[config.mk]
export PLATFORM = sky130hd
export DESIGN_NAME = ptpsrv_ctrl
export DESIGN_NICKNAME = d
export VERILOG_FILES = /design/src/hw/rtl/ptpsrv_pkg.sv /design/src/hw/rtl/ptpsrv_ctrl.sv
export SDC_FILE = /design/constraint.sdc
export NUM_CORES = 1
export LEC_CHECK = 0
export BUFFER_PORTS_ARGS = -buffer_cell sky130_fd_sc_hd__buf_2
export CAP_MARGIN = 30
export CELL_PAD_IN_SITES_DETAIL_PLACEMENT = 2
export CELL_PAD_IN_SITES_GLOBAL_PLACEMENT = 2
export CORE_MARGIN = 2
export CORE_UTILIZATION = 38
export DETAILED_ROUTE_END_ITERATION = 10
export GPL_TIMING_DRIVEN = 0
export PLACE_DENSITY_LB_ADDON = 0.25
export SLEW_MARGIN = 20
export SYNTH_ARGS = -nofsm -noshare
export SYNTH_HDL_FRONTEND = slang
export SYNTH_SLANG_ARGS = --single-unit
[constraint.sdc]
create_clock -name clk -period 2.2 [get_ports clk]
set_input_delay 0 -clock clk [delete_from_list [all_inputs] [get_ports clk]]
set_output_delay 0 -clock clk [all_outputs]
set_load 0.005 [all_outputs]
[src/hw/rtl/ptpsrv_pkg.sv]
// ----------------------------------------------------------------------------
// ptpsrv_pkg
// Shared types and constants of the peer delay and clock servo engine.
// ----------------------------------------------------------------------------
package ptpsrv_pkg;

	localparam int unsigned IN_DATA_W  = 272;
	localparam int unsigned OUT_DATA_W = 216;
	localparam int unsigned CFG_ADDR_W = 3;
	localparam int unsigned CFG_DATA_W = 20;

	localparam logic [1:0] KIND_REQ  = 2'd0;
	localparam logic [1:0] KIND_RSP  = 2'd1;
	localparam logic [1:0] KIND_SYNC = 2'd2;

	localparam logic [CFG_ADDR_W-1:0] REG_INTEGRAL_GAIN = 3'd0;
	localparam logic [CFG_ADDR_W-1:0] REG_PHASE_GAIN    = 3'd1;
	localparam logic [CFG_ADDR_W-1:0] REG_MAX_FREQ_STEP = 3'd2;
	localparam logic [CFG_ADDR_W-1:0] REG_FREQ_LIMIT    = 3'd3;
	localparam logic [CFG_ADDR_W-1:0] REG_MISSED_FACTOR = 3'd4;

	localparam logic [15:0] INTEGRAL_GAIN_RST = 16'd19661;
	localparam logic [15:0] PHASE_GAIN_RST    = 16'd32768;
	localparam logic [19:0] MAX_FREQ_STEP_RST = 20'd10000;
	localparam logic [19:0] FREQ_LIMIT_RST    = 20'd100000;
	localparam logic [7:0]  MISSED_FACTOR_RST = 8'd24;

	localparam logic [31:0] PPB_SCALE   = 32'd1000000000;
	localparam logic [40:0] IMPLIED_CAP = 41'h100_0000_0000;
	localparam logic [5:0]  DIV_STEPS   = 6'd39;

	typedef enum logic [4:0] {
		OP_NONE,
		OP_LATCH,
		OP_REQ,
		OP_RSUB,
		OP_RRT,
		OP_RUPD,
		OP_YSUM,
		OP_YDLY,
		OP_YOFF,
		OP_YMAG,
		OP_YNOM,
		OP_MLO,
		OP_MHI,
		OP_MACC,
		OP_PFIN,
		OP_ANOM,
		OP_SAT,
		OP_DIV,
		OP_CLMP,
		OP_TGT,
		OP_CMT,
		OP_LOAD
	} dp_op_t;

	typedef enum logic [1:0] {
		MS_PHASE,
		MS_NOM,
		MS_PPB,
		MS_IG
	} mul_sel_t;

	typedef struct packed {
		dp_op_t   op;
		mul_sel_t msel;
	} cmd_t;

	typedef struct packed {
		logic [1:0] kind;
		logic       fpath;
		logic       anom;
		logic       sat;
		logic       div_last;
		logic       out_free;
	} sts_t;

endpackage

[src/hw/rtl/ptpsrv_ctrl.sv]
// ----------------------------------------------------------------------------
// ptpsrv_ctrl
// Sequencer: steps the datapath through request, response and sync work.
// ----------------------------------------------------------------------------
module ptpsrv_ctrl (
	input  logic              clk,
	input  logic              arst_n,
	input  logic              s_tvalid,
	output logic              s_tready,
	input  ptpsrv_pkg::sts_t  sts,
	output ptpsrv_pkg::cmd_t  cmd
);
	import ptpsrv_pkg::*;

	typedef enum logic [30:0] {
		ST_IDLE = 31'h0000_0001,
		ST_DISP = 31'h0000_0002,
		ST_REQ  = 31'h0000_0004,
		ST_RSUB = 31'h0000_0008,
		ST_RRT  = 31'h0000_0010,
		ST_RUPD = 31'h0000_0020,
		ST_YSUM = 31'h0000_0040,
		ST_YDLY = 31'h0000_0080,
		ST_YOFF = 31'h0000_0100,
		ST_YMAG = 31'h0000_0200,
		ST_YNOM = 31'h0000_0400,
		ST_PLO  = 31'h0000_0800,
		ST_PHI  = 31'h0000_1000,
		ST_PACC = 31'h0000_2000,
		ST_PFIN = 31'h0000_4000,
		ST_NLO  = 31'h0000_8000,
		ST_NHI  = 31'h0001_0000,
		ST_NACC = 31'h0002_0000,
		ST_ANOM = 31'h0004_0000,
		ST_FLO  = 31'h0008_0000,
		ST_FHI  = 31'h0010_0000,
		ST_FACC = 31'h0020_0000,
		ST_SAT  = 31'h0040_0000,
		ST_DIV  = 31'h0080_0000,
		ST_GLO  = 31'h0100_0000,
		ST_GHI  = 31'h0200_0000,
		ST_GACC = 31'h0400_0000,
		ST_CLMP = 31'h0800_0000,
		ST_TGT  = 31'h1000_0000,
		ST_CMT  = 31'h2000_0000,
		ST_LOAD = 31'h4000_0000
	} state_t;

	state_t state_q;
	state_t state_d;

	assign s_tready = (state_q == ST_IDLE);

	always_comb begin
		state_d  = state_q;
		cmd.op   = OP_NONE;
		cmd.msel = MS_PHASE;
		case (state_q)
			ST_IDLE: begin
				if (s_tvalid) begin
					cmd.op  = OP_LATCH;
					state_d = ST_DISP;
				end
			end
			ST_DISP: begin
				case (sts.kind)
					KIND_REQ:  state_d = ST_REQ;
					KIND_RSP:  state_d = ST_RSUB;
					KIND_SYNC: state_d = ST_YSUM;
					default:   state_d = ST_LOAD;
				endcase
			end
			ST_REQ: begin
				cmd.op  = OP_REQ;
				state_d = ST_LOAD;
			end
			ST_RSUB: begin
				cmd.op  = OP_RSUB;
				state_d = ST_RRT;
			end
			ST_RRT: begin
				cmd.op  = OP_RRT;
				state_d = ST_RUPD;
			end
			ST_RUPD: begin
				cmd.op  = OP_RUPD;
				state_d = ST_LOAD;
			end
			ST_YSUM: begin
				cmd.op  = OP_YSUM;
				state_d = ST_YDLY;
			end
			ST_YDLY: begin
				cmd.op  = OP_YDLY;
				state_d = ST_YOFF;
			end
			ST_YOFF: begin
				cmd.op  = OP_YOFF;
				state_d = ST_YMAG;
			end
			ST_YMAG: begin
				cmd.op  = OP_YMAG;
				state_d = ST_YNOM;
			end
			ST_YNOM: begin
				cmd.op  = OP_YNOM;
				state_d = ST_PLO;
			end
			ST_PLO: begin
				cmd.op   = OP_MLO;
				cmd.msel = MS_PHASE;
				state_d  = ST_PHI;
			end
			ST_PHI: begin
				cmd.op   = OP_MHI;
				cmd.msel = MS_PHASE;
				state_d  = ST_PACC;
			end
			ST_PACC: begin
				cmd.op   = OP_MACC;
				cmd.msel = MS_PHASE;
				state_d  = ST_PFIN;
			end
			ST_PFIN: begin
				cmd.op  = OP_PFIN;
				state_d = sts.fpath ? ST_NLO : ST_LOAD;
			end
			ST_NLO: begin
				cmd.op   = OP_MLO;
				cmd.msel = MS_NOM;
				state_d  = ST_NHI;
			end
			ST_NHI: begin
				cmd.op   = OP_MHI;
				cmd.msel = MS_NOM;
				state_d  = ST_NACC;
			end
			ST_NACC: begin
				cmd.op   = OP_MACC;
				cmd.msel = MS_NOM;
				state_d  = ST_ANOM;
			end
			ST_ANOM: begin
				cmd.op  = OP_ANOM;
				state_d = ST_FLO;
			end
			ST_FLO: begin
				if (sts.anom) begin
					state_d = ST_LOAD;
				end else begin
					cmd.op   = OP_MLO;
					cmd.msel = MS_PPB;
					state_d  = ST_FHI;
				end
			end
			ST_FHI: begin
				cmd.op   = OP_MHI;
				cmd.msel = MS_PPB;
				state_d  = ST_FACC;
			end
			ST_FACC: begin
				cmd.op   = OP_MACC;
				cmd.msel = MS_PPB;
				state_d  = ST_SAT;
			end
			ST_SAT: begin
				cmd.op  = OP_SAT;
				state_d = ST_DIV;
			end
			ST_DIV: begin
				if (sts.sat) begin
					state_d = ST_GLO;
				end else begin
					cmd.op = OP_DIV;
					if (sts.div_last) begin
						state_d = ST_GLO;
					end
				end
			end
			ST_GLO: begin
				cmd.op   = OP_MLO;
				cmd.msel = MS_IG;
				state_d  = ST_GHI;
			end
			ST_GHI: begin
				cmd.op   = OP_MHI;
				cmd.msel = MS_IG;
				state_d  = ST_GACC;
			end
			ST_GACC: begin
				cmd.op   = OP_MACC;
				cmd.msel = MS_IG;
				state_d  = ST_CLMP;
			end
			ST_CLMP: begin
				cmd.op  = OP_CLMP;
				state_d = ST_TGT;
			end
			ST_TGT: begin
				cmd.op  = OP_TGT;
				state_d = ST_CMT;
			end
			ST_CMT: begin
				cmd.op  = OP_CMT;
				state_d = ST_LOAD;
			end
			ST_LOAD: begin
				if (sts.out_free) begin
					cmd.op  = OP_LOAD;
					state_d = ST_IDLE;
				end
			end
			default: state_d = ST_IDLE;
		endcase
	end

	always_ff @(posedge clk or negedge arst_n) begin
		if (!arst_n) begin
			state_q <= ST_IDLE;
		end else begin
			state_q <= state_d;
		end
	end

endmodule

==> flow_metrics.py, run 1 <==
metrics = {
    "floorplanning": {
        "initial_core_util_pct": 39.8,
        "fp.dieH_um": 77.4,
        "num_io_pins": 18,
        "die-width_um": 77.4,
        "row_count": 26,
    },
    "synthesis": {
        "yosysTopAreaCell": "dfrtp_1",
        "ys.flop_type": "dfrtp_1",
        "ys_warn_count": 0,
        "ys_seq_area_share_pct": 37.9,
        "synth_edf_count": 0,
        "syn_inst": 209,
        "syn-cell-area_um2": 2050,
        "async_flop_share_pct": 100,
        "syn_nets": 219,
        "ys_types": 54,
        "synthTopCellsByArea": "dfrtp_1, nor2_1, nand2b_1, nor4_4, nor4_2",
        "yosysTopAreaCellShare_pct": 36.7,
        "avgSynthCellArea_um2": 9.80,
        "ys_seq_elements": 31,
    },
    "outcome": {
        "firstError": "[ERROR DPL-0033] detailed placement checks failed during check placement.",
        "outcome": "did not finish",
        "haltStage": "global routing (5_1_grt)",
    },
    "cts": {
        "cts_buffers": 5,
        "ctsHtreeMaxLevel": 2,
        "cts.sinks": 31,
        "cts_buffer_depth": 2,
        "root_buffer": "clkbuf_8",
    },
    "placement": {
        "place_congestion": 0.810,
        "pre_cts_ws_ns": -0.286,
        "port-buffer-count": 17,
        "dp_hpwl_um": 4850,
    },
    "global_routing": {
        "grt_max_degree": 32,
        "antenna_found_initial": 0,
    },
    "timing": {
        "grt_repair_worst_endpoint": "cmd[5]",
        "worst-ep-kind": "top-level output",
    },
}
==> metrics by stage <==
step	area, um^2	hold WS [ns]	utilization, %	cells
CTS	2660	0.0226	51.7	324
detailed placement	2220	0.100	43.2	296
global placement	2220	0.0936	43.2	296
floorplan	2050	-0.296	-	209
==> synth_stat cells, drive strengths merged, types with 4 or more instances <==
| master | instances |
|---|---|
| o21ai | 5 |
| dfrtp | 30 |
| nand4 | 13 |
| nor3 | 14 |
| inv | 6 |
| and3 | 5 |
| nor2 | 25 |
| nor4 | 15 |
| xor2 | 4 |
| nand3 | 5 |
| nand2 | 8 |
| nand2b | 13 |
| nor4b | 8 |
| or3 | 5 |
| nor3b | 4 |
| a21oi | 6 |
==> cell families after synthesis <==
logic type | after synthesis | synth area share (%)
AO/OA/AOI/OAI | 30 | 10.6
XOR/XNOR | 5 | 2.14
buffers and inverters | 7 | 1.47
flip-flops | 31 | 37.9
AND/OR/NAND/NOR | 136 | 47.8
==> what timing repair did <==
| action | in CTS |
|---|---|
| hold buffers | 6 |
| setup endpoints to repair | 14 |
| buffers inserted | 15 |
| pin swaps | 12 |
| resized for setup | 27 |
| endpoints found under the hold margin | 36 |
==> run 2: changes to the inputs <==
--- a/config.mk
+++ b/config.mk
@@ -7,13 +7,11 @@
 export LEC_CHECK = 0
 export BUFFER_PORTS_ARGS = -buffer_cell sky130_fd_sc_hd__buf_2
 export CAP_MARGIN = 30
-export CELL_PAD_IN_SITES_DETAIL_PLACEMENT = 2
-export CELL_PAD_IN_SITES_GLOBAL_PLACEMENT = 2
 export CORE_MARGIN = 2
-export CORE_UTILIZATION = 38
+export CORE_UTILIZATION = 25
 export DETAILED_ROUTE_END_ITERATION = 10
 export GPL_TIMING_DRIVEN = 0
-export PLACE_DENSITY_LB_ADDON = 0.25
+export PLACE_DENSITY_LB_ADDON = 0.15
 export SLEW_MARGIN = 20
 export SYNTH_ARGS = -nofsm -noshare
 export SYNTH_HDL_FRONTEND = slang
==> run 2 against run 1 <==
  * The flow now finishes, with violations (negative setup slack)
  * Area after synthesis did not move
  * Synthesized cell count did not move
==> flow_metrics.py, run 2 <==
metrics = {
    "layout": {
        "most-common-layout-cells": "buf_4, nor2_1, buf_2, dfrtp_2, dfrtp_1",
        "nNetsFinal": 292,
        "largest_register_ffs": 31,
        "layout_commonest_cell": "buf_4",
        "regMostFlops": "state_q",
        "drive_gt1_share_pct": 47.3,
        "syn_to_final_growth_pct": 50.5,
        "nFillCells": 848,
        "fin_area_um2": 3080,
        "top_regs": "state_q: 31 flops",
        "n_antenna_cell": 0,
    },
    "route": {
        "firstDrtPassIters": 4,
        "finalWirelength_um": 6340,
        "highest_layer": "met4",
        "routedWlPerCell_um": 16.3,
        "ant_nets": 0,
        "via_per_inst": 5.11,
        "drc": 0,
        "wl_met3_um": 96,
        "drtIter0Drc": 48,
        "wl_met1_um": 2800,
        "via_count": 1984,
        "route.met2.wl_um": 3310,
    },
    "cts": {
        "cts_buffer_depth": 2,
        "cts.sinks": 31,
        "root_buffer": "clkbuf_8",
        "cts_tree": "yes",
        "clk_latency_ns": 0.29,
        "cts_buffers": 5,
        "cts.reportedPaths.clkPinSlew_ns": 0.06,
        "ctsHtreeMaxLevel": 2,
    },
    "floorplanning": {
        "core_um2": 8090,
        "die-width_um": 94.5,
        "row_count": 33,
        "fp.dieH_um": 94.5,
        "dieArea_um2": 8930,
        "initial_core_util_pct": 25.3,
        "num_io_pins": 18,
    },
    "synthesis": {
        "ys.flop_type": "dfrtp_1",
        "synthTopCellsByArea": "dfrtp_1, nor2_1, nand2b_1, nor4_4, nor4_2",
        "ys_types": 54,
        "synth_most_common_cell": "dfrtp_1",
        "syn_nets": 219,
        "yosysTopAreaCell": "dfrtp_1",
        "synth_edf_count": 0,
        "syn_inst": 209,
        "async_flop_share_pct": 100,
        "yosysTopAreaCellShare_pct": 36.7,
        "ys_seq_elements": 31,
        "ys_warn_count": 0,
        "avgSynthCellArea_um2": 9.80,
        "syn-cell-area_um2": 2050,
        "synth_common_cells": "dfrtp_1, nor2_1, nand2b_1",
        "ys_seq_area_share_pct": 37.9,
    },
    "timing": {
        "timing.slew.headroom_pct": 51.9,
        "fin_ws_ns": -0.311,
        "tns_ns": -1.51,
        "rsz0062_at_grt": "yes",
        "maxSlewViolCount": 0,
        "fin_skew_ns": 0.00599,
        "setup-violations-final": 8,
        "fin_crit_ns": 2.51,
        "clock.fmax_ghz": 0.398,
        "period_share_pct": 114,
        "final-hold-violation-count": 0,
        "worst_pin_slew_ns": 0.722,
        "whs_ns": 0.0167,
    },
    "outcome": {
        "violations": "negative setup slack",
        "outcome": "finished, violations left",
    },
    "critical_path": {
        "worst-path-buf-inv": 1,
        "crit_arrival_ns": 2.51,
        "cp-end-kind": "primary output",
        "crit_path_cell_trace": "nor4_4 > nand4_1 > nor2_2 > a31o_1 > or4_4 > or3_1 > buf_2",
        "crit_fanout": 5,
        "critPathLaunchType": "flop",
        "cp_top_family": "simple AND/OR/NAND/NOR gates",
        "cp_slowest_stage_delay_ns": 0.58,
        "worstPathRequired_ns": 2.20,
        "crit_slowest_cell": "dfstp_2",
        "path_class": "reg2out",
    },
    "job": {
        "drv_cap": 0,
    },
    "placement": {
        "dp_hpwl_um": 4470,
        "port-buffer-count": 17,
        "place_congestion": 0.791,
        "placed_cell_area_um2": 2260,
    },
    "power_and_ir_drop": {
        "p_leak_nw": 1.31,
        "peakVddDrop_v": 0.000303,
        "power_density_nw_per_um2": 832,
        "p_total_mw": 2.56,
    },
    "global_routing": {
        "track_usage_pct": 15.0,
        "grt_overflow_total": 0,
        "grt_pass1_vias": 1977,
        "grt_max_degree": 32,
        "antenna_found_initial": 0,
        "grt_pass1_wl_um": 10300,
    },
    "min_path": {
        "min_path_type": "in2reg",
    },
}
-- run 2: cell counts after synthesis --
No cell type changed its count.
-- run 2: kinds of logic after synthesis --
logic type	Yosys count	share of synthesized area, %
simple gates	136	47.8
flops	31	37.9
compound gates	30	10.6
buf+inv	7	1.47
xor+xnor	5	2.14
-- run 2: repair_timing --
action | in CTS | in global routing
pin swaps | 14 | 22
endpoints found under the hold margin | 35 | 0
setup buffers | 26 | 22
hold buffers | 5 | 0
resized for setup | 31 | 45
setup endpoints to repair | 11 | 9
-- run 2: layout make-up --
cell class / instances / area, um^2 / area share [%]
clock buffer: 8 / 80.1 / 2.60
timing repair buffer: 66 / 499 / 16.2
inverter: 6 / 22.5 / 0.731
buffer: 1 / 15.0 / 0.487
sequential: 31 / 796 / 25.8
tap: 105 / 131 / 4.26
multi-input combinational: 171 / 1540 / 49.9
-- run 2: worst reg2reg max path: stages, from the launching register on --
cell,delay [ns]
dfrtp_2,0.43
nor4_4,0.29
buf_4,0.19
nand4b_4,0.21
buf_8,0.22
buf_6,0.13
nor4_4,0.26
buf_4,0.15
a211oi_1,0.04
nand4b_1,0.17
o32ai_2,0.11
-- run 2: power breakdown --
group	internal, mW	switching (mW)	total, mW
Sequential	0.607	0.0477	0.654
Combinational	0.727	0.739	1.47
Clock	0.225	0.218	0.443
-- run 2: per-layer routing --
metal  global-route usage (%)  vias up
li1                         -      968
met1                     18.8      985
met2                     26.6       20
met3                     1.92       11
met4                     4.83        0
met5                        0        -
-- run 2: stage by stage --
step,setup WS [ns],cells,utilization (%)
global placement,-0.376,331,28.0
detailed placement,-0.355,331,28.0
finish,-0.311,388,38.1
floorplan,0.243,209,-
CTS,-0.316,369,33.9
global route,-0.397,388,38.1
-- run 2: path summary, 6_finish.rpt --
| kind | startpoint | end | slack, ns | cells past startpoint |
|---|---|---|---|---|
| min in group asynchronous | arst_n | state_q[27] | 0.31 | 2 |
| hold reg to reg | state_q[6] | state_q[5] | 0.59 | 2 |
| max in group asynchronous | arst_n | state_q[14] | 1.38 | 2 |
| setup / recovery | state_q[0] | cmd[5] | -0.31 | 7 |
| hold / removal | sts[3] | state_q[30] | 0.02 | 3 |
| setup reg to reg | state_q[7] | state_q[0] | -0.08 | 10 |
Power figures use the tool's default switching activity.
==> run 3: changes to the inputs <==
--- a/config.mk
+++ b/config.mk
@@ -5,6 +5,7 @@
 export SDC_FILE = /design/constraint.sdc
 export NUM_CORES = 1
 export LEC_CHECK = 0
+export ABC_AREA = 1
 export BUFFER_PORTS_ARGS = -buffer_cell sky130_fd_sc_hd__buf_2
 export CAP_MARGIN = 30
 export CORE_MARGIN = 2
==> run 3 against run 2 <==
  * The flow now finishes without violations
  * Clock power increased by 14%
  * Wire length shrank 8.2%
  * Register-to-register slack improved by 0.20 ns
  * Clock skew increased by 0.0014 ns
  * Critical path depth rose by 2
  * Synthesized cell count increased by 58%
  * Via count up 3.4%
  * Sequential cell count stayed put
  * First-iteration DRC count grew 73%
  * Core utilization fell by 6.2 points
==> flow_metrics.py, run 3 <==
metrics = {
    "outcome": {
        "outcome": "completed",
    },
    "timing": {
        "fin_skew_ns": 0.00738,
        "maxSlewViolCount": 0,
        "fin_ws_ns": 0.117,
        "period_share_pct": 94.7,
        "clock.fmax_ghz": 0.480,
        "setup-violations-final": 0,
        "fin_crit_ns": 2.08,
        "tns_ns": 0,
        "final-hold-violation-count": 0,
        "timing.slew.headroom_pct": 52.8,
        "worst_pin_slew_ns": 0.708,
        "rsz0062_at_grt": "yes",
    },
    "route": {
        "drc": 0,
        "via_count": 2051,
        "finalWirelength_um": 5820,
        "firstDrtPassIters": 4,
        "drtIter0Drc": 83,
        "ant_nets": 0,
        "routedWlPerCell_um": 12.3,
        "via_per_inst": 4.34,
    },
    "global_routing": {
        "grt_pass1_vias": 2042,
        "grt_max_degree": 32,
        "track_usage_pct": 12.7,
        "grt_pass1_wl_um": 9520,
        "antenna_found_initial": 0,
        "grt_overflow_total": 0,
    },
    "placement": {
        "placed_cell_area_um2": 2390,
        "place_congestion": 0.839,
        "port-buffer-count": 17,
        "dp_hpwl_um": 4680,
        "pre_cts_ws_ns": 0.351,
    },
    "power_and_ir_drop": {
        "power_density_nw_per_um2": 694,
        "peakVddDrop_v": 0.000319,
        "p_leak_nw": 1.46,
    },
    "layout": {
        "fin_area_um2": 2650,
        "most-common-layout-cells": "nor2_1, nand2_1, inv_1, dfrtp_1, nand3_1",
        "top_regs": "state_q: 31 flops",
        "drive_gt1_share_pct": 22.0,
        "regMostFlops": "state_q",
        "nNetsFinal": 377,
        "syn_to_final_growth_pct": 22.1,
        "largest_register_ffs": 31,
        "n_antenna_cell": 0,
        "layout_commonest_cell": "nor2_1",
    },
    "floorplanning": {
        "dieArea_um2": 9440,
        "row_count": 33,
        "die-width_um": 97.2,
        "num_io_pins": 18,
        "core_um2": 8300,
        "fp.dieH_um": 97.2,
        "initial_core_util_pct": 26.1,
    },
    "cts": {
        "ctsHtreeMaxLevel": 2,
        "cts_tree": "yes",
        "cts.sinks": 31,
        "root_buffer": "clkbuf_8",
        "clk_latency_ns": 0.29,
        "cts.reportedPaths.clkPinSlew_ns": 0.07,
        "cts_buffers": 5,
        "cts_buffer_depth": 2,
    },
    "critical_path": {
        "path_class": "reg2reg",
        "crit_arrival_ns": 2.31,
        "worstPathRequired_ns": 2.43,
        "crit_fanout": 10,
        "critPathLaunchType": "flop",
        "cp-end-kind": "flop",
    },
    "synthesis": {
        "synth_common_cells": "nor2_1, nand2_1, inv_1",
        "async_flop_share_pct": 100,
        "synth-xor-area-share_pct": 0,
        "yosysTopAreaCell": "dfrtp_1",
        "ys_seq_area_share_pct": 35.8,
        "syn_nets": 341,
        "ys_types": 27,
        "avgSynthCellArea_um2": 6.55,
        "yosysTopAreaCellShare_pct": 34.6,
        "synth-compound-area-share_pct": 3.63,
        "synth_top_family_by_area": "simple AND/OR/NAND/NOR gates",
        "ys_warn_count": 0,
        "synth_edf_count": 0,
        "synth-simple-area-share_pct": 50.6,
        "syn-cell-area_um2": 2170,
        "synth_most_common_cell": "nor2_1",
        "syn_inst": 331,
        "ys_seq_elements": 31,
        "synth_mux_area_share_pct": 0,
        "synthAdderAreaFrac_pct": 0,
        "synthTopCellsByArea": "dfrtp_1, nor2_1, nand2_1, inv_1, nand3_1",
        "ys.flop_type": "dfrtp_1",
    },
    "job": {
        "drv_cap": 0,
    },
    "min_path": {
        "min_path_type": "in2reg",
    },
}
[run 3: cell types whose count changed after synthesis, sizes merged, moves of 4 or more]
| cell | change |
|---|---|
| nand2b | -13 |
| nand2 | +80 |
| nand3 | +19 |
| and3 | -5 |
| xor2 | -4 |
| nor2 | +84 |
| inv | +44 |
| or3 | -5 |
| o21ai | -4 |
| nor4 | -15 |
| nor4b | -8 |
| nand4 | -8 |
| nor3 | -7 |
[run 3: routing by layer]
metal	wire (um)	vias to the layer above	share of wire, %	global-route usage (%)
met1	2770	918	48	16.7
met5	0	-	0	0
met4	79	0	1.4	3.90
met3	266	5	4.6	2.73
li1	-	1094	-	-
met2	2700	34	46	20.8
[run 3: kinds of logic (layout without fill, tap and decap cells)]
| kind of cell | after synthesis | count (layout) |
|---|---|---|
| DFF | 31 | 31 |
| and+or+nand+nor | 235 | 235 |
| AOI/OAI and AO/OA | 13 | 13 |
| buffers and inverters | 52 | 89 |
[run 3: worst max-delay path, stage by stage, from the launching register on]
cell and delay, ns:
dfrtp_1 0.39, nor2_2 0.21, nand2_2 0.12, nor2_4 0.16
nand2_4 0.12, buf_6 0.17, nor2_2 0.13, nand2_1 0.08
nor2_1 0.09, dlygate4sd3_1 0.54
[run 3: metrics by stage]
stage / hold WS (ns) / power [mW] / utilization (%) / cells
2_1_floorplan: -0.296 / 1.09 / - / 331
3_3_place_gp: 0.104 / 1.24 / 28.8 / 453
3_5_place_dp: 0.106 / 1.24 / 28.8 / 453
4_1_cts: 0.0162 / 1.77 / 30.7 / 467
5_1_grt: 0.0451 / 1.96 / 31.9 / 473
6_report: 0.0315 / 1.84 / 31.9 / 473
[run 3: power breakdown]
| part | total, mW | internal, mW | switching (mW) |
|---|---|---|---|
| Sequential | 0.627 | 0.606 | 0.0207 |
| Combinational | 0.707 | 0.273 | 0.433 |
| Clock | 0.507 | 0.285 | 0.221 |
[run 3: path summary, 6_finish.rpt]
check                            startpoint          end  slack [ns]  cells past startpoint
worst max register to register  state_q[21]   state_q[2]        0.12                      9
min in group asynchronous            arst_n  state_q[27]        0.30                      2
worst min register to register   state_q[9]   state_q[9]        0.65                      5
worst max-delay path            state_q[21]   state_q[2]        0.12                      9
max in group asynchronous            arst_n  state_q[17]        1.41                      2
worst min-delay path                 sts[1]  state_q[23]        0.03                      4
[run 3: area by class of cell]
cell class,instances,area [um^2]
Sequential cell,31,778
Fill cell,908,5650
Multi-Input combinational cell,248,1220
Timing Repair Buffer,29,203
Inverter,50,193
Buffer,2,26.3
Tap cell,105,131
Clock buffer,8,100
[run 3: what timing repair did]
action                     in CTS  in global routing
buffers inserted                0                  6
hold endpoints to repair       35                  0
hold buffers                    6                  0
setup endpoints to repair       0                  5
gates resized for setup         0                 12
==> run 4: changes to the inputs <==
--- a/config.mk
+++ b/config.mk
@@ -12,8 +12,10 @@
 export CORE_UTILIZATION = 25
 export DETAILED_ROUTE_END_ITERATION = 10
 export GPL_TIMING_DRIVEN = 0
+export HOLD_SLACK_MARGIN = 0.08
 export PLACE_DENSITY_LB_ADDON = 0.15
 export SLEW_MARGIN = 20
 export SYNTH_ARGS = -nofsm -noshare
 export SYNTH_HDL_FRONTEND = slang
 export SYNTH_SLANG_ARGS = --single-unit
+export TNS_END_PERCENT = 30
==> run 4 against run 3 <==
  * Via count is 0.93% higher
  * Maximum frequency down 0.33%
  * Critical path depth stayed put
  * Final cell count grew 0.85%
  * Clock power about the same
  * Worst hold slack gained 0.067 ns
  * Clock skew grew 0.0021 ns
  * Total power increased by 0.44%
  * Wire length rose by 0.33%
  * Critical endpoint unchanged
  * Largest power group unchanged
  * Highest routed layer unchanged
==> flow_metrics.py, run 4 (synthesized netlist as in run 3, its figures left out) <==
metrics = {
    "outcome": {
        "outcome": "completed",
    },
    "layout": {
        "layout.cells.non_filler": 477,
        "regMostFlops": "state_q",
        "layout_commonest_cell": "nor2_1",
        "top_regs": "state_q: 31 flops",
        "largest_register_ffs": 31,
        "nNetsFinal": 381,
        "nFillCells": 908,
        "most-common-layout-cells": "nor2_1, nand2_1, inv_1, dfrtp_1, nand3_1",
        "syn_to_final_growth_pct": 24.1,
        "n_antenna_cell": 0,
        "drive_gt1_share_pct": 22.6,
    },
    "cts": {
        "cts_tree": "yes",
        "cts.sinks": 31,
        "root_buffer": "clkbuf_8",
        "clk_latency_ns": 0.29,
        "ctsHtreeMaxLevel": 2,
        "cts_buffers": 5,
        "cts_buffer_depth": 2,
        "cts.reportedPaths.clkPinSlew_ns": 0.07,
    },
    "floorplanning": {
        "dieArea_um2": 9440,
        "initial_core_util_pct": 26.1,
        "num_io_pins": 18,
        "core_um2": 8300,
        "fp.dieH_um": 97.2,
        "die-width_um": 97.2,
        "row_count": 33,
    },
    "route": {
        "firstDrtPassIters": 4,
        "via_count": 2070,
        "via_per_inst": 4.34,
        "finalWirelength_um": 5840,
        "ant_nets": 0,
        "drtIter0Drc": 103,
        "routedWlPerCell_um": 12.2,
        "drc": 0,
    },
    "global_routing": {
        "grt_pass1_wl_um": 9460,
        "grt_overflow_total": 0,
        "antenna_found_initial": 0,
        "track_usage_pct": 12.6,
        "grt_pass1_vias": 2027,
        "grt_max_degree": 32,
    },
    "timing": {
        "fin_skew_ns": 0.00946,
        "period_share_pct": 95.0,
        "fin_ws_ns": 0.111,
        "fin_crit_ns": 2.09,
        "worst_pin_slew_ns": 0.703,
        "maxSlewViolCount": 0,
        "timing.slew.headroom_pct": 53.1,
        "final-hold-violation-count": 0,
        "setup-violations-final": 0,
        "clock.fmax_ghz": 0.479,
    },
    "critical_path": {
        "crit_arrival_ns": 2.32,
        "path_class": "reg2reg",
        "worst-path-buf-inv": 2,
        "cp_slowest_stage_delay_ns": 0.54,
        "cp_top_family": "simple AND/OR/NAND/NOR gates",
        "crit_slowest_cell": "dlygate4sd3_1",
        "cp-end-kind": "flop",
        "worst_path_most_repeated_cell": "nor2_2",
        "worstPathRequired_ns": 2.43,
        "crit_fanout": 10,
        "crit_path_cell_trace": "nor2_2 > nand2_2 > nor2_4 > nand2_4 > buf_6 > nor2_2 > nand2_1 > nor2_1 > dlygate4sd3_1",
        "critPathLaunchType": "flop",
    },
    "min_path": {
        "min_path_type": "in2reg",
    },
    "job": {
        "drv_cap": 0,
    },
    "power_and_ir_drop": {
        "power_density_nw_per_um2": 686,
        "p_leak_nw": 1.48,
        "peakVddDrop_v": 0.000321,
    },
    "placement": {
        "port-buffer-count": 17,
        "pre_cts_ws_ns": 0.351,
        "place_congestion": 0.839,
        "placed_cells": 453,
        "dp_hpwl_um": 4680,
    },
}
[run 4: final timing paths]
kind / start / endpoint / slack, ns / depth (start not counted)
min in group asynchronous: arst_n / state_q[27] / 0.29 / 2
hold reg to reg: state_q[9] / state_q[9] / 0.65 / 5
setup / recovery: state_q[21] / state_q[2] / 0.11 / 9
hold / removal: sts[3] / state_q[20] / 0.1 / 4
max in group asynchronous: arst_n / state_q[17] / 1.42 / 2
setup reg to reg: state_q[21] / state_q[2] / 0.11 / 9
[run 4: layout make-up]
cell class	count	area (um^2)	area share, %
inverters	50	193	7.16
well taps	105	131	4.88
flip-flops and latches	31	778	28.9
clock buffers	8	100	3.72
repair buffers	33	238	8.83
multi-input cells	248	1230	45.5
plain buffers	2	26.3	0.976
[run 4: worst register-to-register path, stage by stage, from the launching register on]
cell and delay (ns):
dfrtp_1 0.39, nor2_2 0.21, nand2_2 0.12, nor2_4 0.16, nand2_4 0.13, buf_6 0.18, nor2_2 0.13, nand2_1 0.08
nor2_1 0.09, dlygate4sd3_1 0.54
[run 4: where the power goes]
part	leakage (nW)	switching [mW]	internal (mW)
Combinational	0.999	0.435	0.277
Clock	0.0515	0.223	0.286
Sequential	0.426	0.0214	0.606
Total	1.48	0.680	1.17
[run 4: metrics by stage]
stage | cell area [um^2] | hold slack, ns | power, mW | utilization, % | TNS [ns]
after floorplan | 2170 | -0.296 | 1.09 | - | 0
after global placement | 2390 | 0.104 | 1.24 | 28.8 | 0
after detailed placement | 2390 | 0.106 | 1.24 | 28.8 | 0
after CTS | 2570 | 0.0956 | 1.77 | 30.9 | 0
after global routing | 2690 | 0.118 | 1.97 | 32.4 | -0.0140
final | 2690 | 0.0983 | 1.85 | 32.4 | 0
[run 4: timing repair]
action	in CTS	in global routing
hold buffers	8	0
hold endpoints to repair	36	0
setup buffers	0	8
endpoints found under the setup margin	0	6
resized for setup	0	14
[run 4: per-layer routing]
layer	track usage (%)	vias to the layer above	routed length (um)
li1	-	1097	-
met1	16.6	932	2860
met2	20.6	36	2710
met3	2.73	5	192
met4	3.90	0	78
met5	0	-	0
